==> src/rtl/wctm_pkg.sv <==
`timescale 1ns / 1ps

package wctm_pkg;

    // Texture geometry: a square texture of TEX_SIZE x TEX_SIZE texels.
    localparam int TEX_BITS  = 6;
    localparam int TEX_SIZE  = 1 << TEX_BITS;
    localparam int TEX_AW    = 2 * TEX_BITS;
    localparam int TEX_DEPTH = 1 << TEX_AW;

    // Field widths.
    localparam int SH_W   = 11;
    localparam int LH_W   = 13;
    localparam int COL_W  = 10;
    localparam int ROW_W  = 10;
    localparam int FRAC_W = 16;
    localparam int RGB_W  = 24;

    // Screen height limit and reset value.
    localparam int MAX_SCREEN_DIM = 1024;
    localparam logic [SH_W-1:0] SH_RESET = SH_W'(512);

    // Row arithmetic: texy = floor(d / (line_height * 256 / TEX_SIZE)).
    localparam int REM_W     = 21;
    localparam int SUM_W     = REM_W + 1;
    localparam int DIV_SHIFT = 8 - TEX_BITS;
    localparam int DIV_W     = LH_W + DIV_SHIFT;
    localparam int CMP_W     = DIV_W + TEX_BITS + 1;

    // Divider pipeline: one input stage, one saturation check, one stage per quotient bit.
    localparam int DIV_STAGES = TEX_BITS + 2;

    // Color halving mask for y-side walls.
    localparam logic [RGB_W-1:0] HALF_MASK = 24'h7F7F7F;

    // Operation codes.
    localparam logic FUNC_LOAD  = 1'b0;
    localparam logic FUNC_SHADE = 1'b1;

    // One word as it travels through the pipeline.
    typedef struct packed {
        logic                is_pix;
        logic [TEX_AW-1:0]   tex_addr;
        logic [RGB_W-1:0]    texel;
        logic [COL_W-1:0]    col;
        logic [ROW_W-1:0]    row;
        logic                side;
        logic [TEX_BITS-1:0] tcol;
        logic [REM_W-1:0]    rem;
        logic [DIV_W-1:0]    divisor;
        logic [TEX_BITS-1:0] quo;
        logic                sat;
    } t_item;

endpackage

==> src/rtl/wctm_row_div.sv <==
`timescale 1ns / 1ps

module wctm_row_div
    import wctm_pkg::*;
(
    input  logic  i_clk,
    input  logic  i_rst_n,
    input  logic  i_valid,
    output logic  o_ready,
    input  t_item i_item,
    output logic  o_valid,
    input  logic  i_ready,
    output t_item o_item
);

    logic [DIV_STAGES-1:0] r_v;
    t_item                 r_st  [DIV_STAGES];
    t_item                 n_st  [DIV_STAGES];
    logic [DIV_STAGES:0]   stg_rdy;

    // A stage can load when it is empty or its word moves on.
    always_comb begin
        stg_rdy[DIV_STAGES] = i_ready;
        for (int s = DIV_STAGES - 1; s >= 0; s--) begin
            stg_rdy[s] = !r_v[s] || stg_rdy[s+1];
        end
    end

    // Restoring division, one quotient bit per stage after the saturation check.
    always_comb begin
        logic [CMP_W-1:0] rem_x;
        logic [CMP_W-1:0] shifted;
        int               k;
        n_st[0] = i_item;
        for (int s = 1; s < DIV_STAGES; s++) begin
            n_st[s] = r_st[s-1];
            rem_x   = CMP_W'(r_st[s-1].rem);
            if (s == 1) begin
                shifted     = CMP_W'(r_st[s-1].divisor) << TEX_BITS;
                n_st[s].sat = (rem_x >= shifted);
            end else begin
                k       = TEX_BITS + 1 - s;
                shifted = CMP_W'(r_st[s-1].divisor) << k;
                if (!r_st[s-1].sat && (rem_x >= shifted)) begin
                    n_st[s].rem    = REM_W'(rem_x - shifted);
                    n_st[s].quo[k] = 1'b1;
                end
            end
        end
    end

    // Stage valid bits.
    always_ff @(posedge i_clk) begin
        if (!i_rst_n) begin
            r_v <= '0;
        end else begin
            if (stg_rdy[0]) begin
                r_v[0] <= i_valid;
            end
            for (int s = 1; s < DIV_STAGES; s++) begin
                if (stg_rdy[s]) begin
                    r_v[s] <= r_v[s-1];
                end
            end
        end
    end

    // Stage payloads.
    always_ff @(posedge i_clk) begin
        for (int s = 0; s < DIV_STAGES; s++) begin
            if (stg_rdy[s]) begin
                r_st[s] <= n_st[s];
            end
        end
    end

    assign o_ready = stg_rdy[0];
    assign o_valid = r_v[DIV_STAGES-1];
    assign o_item  = r_st[DIV_STAGES-1];

endmodule

==> config.mk <==
export PLATFORM = sky130hd
export DESIGN_NAME = wctm_row_div
export DESIGN_NICKNAME = d
export VERILOG_FILES = /design/src/rtl/wctm_pkg.sv /design/src/rtl/wctm_row_div.sv
export SDC_FILE = /design/constraint.sdc
export NUM_CORES = 1
export LEC_CHECK = 0
export BUFFER_PORTS_ARGS = -buffer_cell sky130_fd_sc_hd__buf_2
export CAP_MARGIN = 20
export CORE_ASPECT_RATIO = 0.8
export CORE_UTILIZATION = 60
export CTS_CLUSTER_DIAMETER = 50
export DETAILED_ROUTE_END_ITERATION = 10
export PLACE_DENSITY = 0.8
export SLEW_MARGIN = 30
export SYNTH_ARGS = -nofsm -noshare
export SYNTH_HDL_FRONTEND = slang
export SYNTH_SLANG_ARGS = --single-unit
export TNS_END_PERCENT = 20
==> constraint.sdc <==
create_clock -name i_clk -period 5.7 [get_ports i_clk]
set_input_delay 1.14 -clock i_clk [delete_from_list [all_inputs] [get_ports i_clk]]
set_output_delay 1.14 -clock i_clk [all_outputs]
set_load 0.005 [all_outputs]
==> summary.txt <==
Clock network
  • # clock sinks: 863
  • Reg clk slew, reported paths: 0.07 ns
  • Setup bufs post-CTS: 0
  • Post-cts sizing count: 0
  • CTS tree: built
  • Root Buffer: clkbuf_16
  • Num CTS Buffers: 81
  • Hold Buf Count CTS: 0
  • H-Tree Depth: 3
  • Clock Path Buffers: 3
  • Clock latency on the worst-skew pair: 0.63 ns

Global route
  • GRT Total Usage: 20.8%
  • Global-route wire length before repair: 88600 um
  • GRT overflow: 0
  • Largest net degree at the start of global routing: 81
  • Initial antenna violation count: 2
  • Vias in the first global route: 16000

Drt
  • Wire length per cell: 19.6 um
  • Initial DRC count: 1428
  • Met3 wire length: 2890 um
  • Post-DR vias/cell: 5.43
  • Antenna-violating nets left: 0
  • First-pass DRT Iterations: 8
  • Remaining DRCs: 0
  • Routed wl met2: 28800 um
  • WL final: 57700 um
  • Top Layer Used: met4
  • Vias: 15900
  • WL met1: 24400 um

STA
  • Setup Viol. Count Final: 0
  • Final Worst Setup Slack: 0.956 ns
  • RSZ-0062 raised after global routing: no
  • Worst-margin pin slew: 0.923 ns
  • Fin. Hold Viols: 0
  • Skew final: 0.0271 ns
  • Peak Freq: 211 MHz
  • Slew Limit Headroom: 38.5%
  • Minimum clock period: 4.74 ns
  • Final period util: 83.2%
  • Fin Hold WS: 0.410 ns
  • Slew Limit Fails: 0
  • Fin Setup TNS: 0 ns

Floorplanning
  • Die Area: 0.0565 mm^2
  • Die Wd: 265 um
  • Initial core utilization: 61.3%
  • Core Area: 0.0543 mm^2
  • Rows: 76
  • Die height: 213 um
  • Boundary Pins: 220

Worst setup path
  • Worst Setup Start Kind: primary input
  • Required time of the critical path: 4.56 ns
  • CP arrival: 3.60 ns
  • CP endpoint kind: output port
  • Crit path max fanout: 32
  • Crit Path Category: in2out
  • Worst R2R Path Depth: 9

Finish
  • Final std cells w/o fill: 2936
  • Synth-to-layout area growth: 11.7%
  • Layout cells sized above 1: 18.6%
  • Final design utilization: 68.5%
  • Most frequent cells in the layout: 855 x edfxtp_1, 218 x buf_2, 125 x inv_1
  • Most common cell after layout, fill and taps aside: edfxtp_1
  • Final instance area: 0.0372 mm^2
  • Nets: 2353

Logic synthesis
  • Syn. warnings: 0
  • Syn nets: 2166
  • Primary FF master, synth: edfxtp_1
  • Mapped Area: 0.0333 mm^2
  • Average size of a mapped cell: 17.1 um^2
  • FF+latch count, synth: 863
  • Sequential area share after synthesis: 77.6%
  • Distinct cells, synth: 65
  • EDFF count, synth: 855
  • Post-Syn Instances: 1944
  • Async S/R FF share, synth: 0%

Placed design
  • Worst slack at placement: 1.02 ns
  • PortBufs: 218
  • Hpwl dp: 36200 um
  • Post-DP Area: 0.0346 mm^2
  • GPL Wtd Cong: 0.932
  • Dpl cells: 2789

Min path
  • Type of the most critical hold path: reg2reg
  • Hold depth: 0

Pwr
  • Static Leak: 14.6 nW
  • Power Total: 16.5 mW
  • Peak VDD IR: 330 uV
  • Pwr dens: 444 mW/mm^2

Run
  • Max Cap Viol: 0

Status
  • Status: finished clean
cell families (layout without fill, tap and decap cells):
group,Yosys count,count (layout),share of synthesized area (%)
buf+inv,253,501,4.12
fa+ha+maj,111,111,4.31
flops,863,863,77.6
simple gates,282,282,4.28
compound gates,299,299,5.80
other cells,0,3,0
xor+xnor,90,90,2.37
mux,46,46,1.56
path summary, 6_finish.rpt:
check	startpoint	endpoint	slack (ns)
worst max register to register	r_st[1][222]	r_st[1][351]	2.21
worst min-delay path	r_st[1][220]	r_st[1][327]	0.41
worst max-delay path	i_ready	o_ready	0.96
worst min register to register	r_st[1][220]	r_st[1][327]	0.41
layout make-up:
class	count	area [um^2]
inverter	129	499
clock inverter	47	484
timing repair buffer	228	1170
antenna	3	7.51
tap	741	927
sequential	863	25800
fill	3402	17100
multi-input combinational	828	6160
clock buffer	97	2110
cell usage after synthesis, drive strengths merged, types with 7 or more instances:
cell type  count  area share, %
nand2b        16           0.30
mux2          42            1.4
nor2b         21           0.39
nor2          55           0.62
ha           105            3.9
nand3         16           0.24
o21a          28           0.63
nand4          9           0.17
a21o          37           0.83
o211ai         8           0.18
xnor2         47            1.2
inv          129            1.5
a21oi         74            1.1
nor4           9           0.17
nand2         89            1.0
a31oi         15           0.33
dfxtp          8           0.48
and3          11           0.21
buf          114            2.6
clkbuf        10           0.11
a211oi        12           0.27
xor2          43            1.1
o2111ai        7           0.18
edfxtp       855             77
nor3          16           0.24
o21ai         78            1.2
o21bai         9           0.21
power breakdown:
| group | switching (mW) | total [mW] | leakage (nW) | internal (mW) |
|---|---|---|---|---|
| combinational | 1.62 | 3.04 | 4.28 | 1.42 |
| clock | 2.29 | 5.24 | 1.26 | 2.95 |
| sequential | 0.382 | 8.23 | 9.10 | 7.85 |
registers in the layout, indices dropped and copies added, names as in the netlist:
register / count
r_v: 8
r_st: 855
layer usage:
layer,up-vias,global-route usage [%]
met3,102,3.22
li1,7607,-
met2,553,35.3
met5,-,0
met1,7673,27.3
met4,0,7.89
worst max-delay path, cell delays in order:
cell and delay, ns:
buf_2 0.09, nor2b_1 0.47, and3_1 0.44, and3_1 0.39, and3_1 0.37, nand2_4 0.36
buf_2 0.28
(Power assumes the default switching activity.)
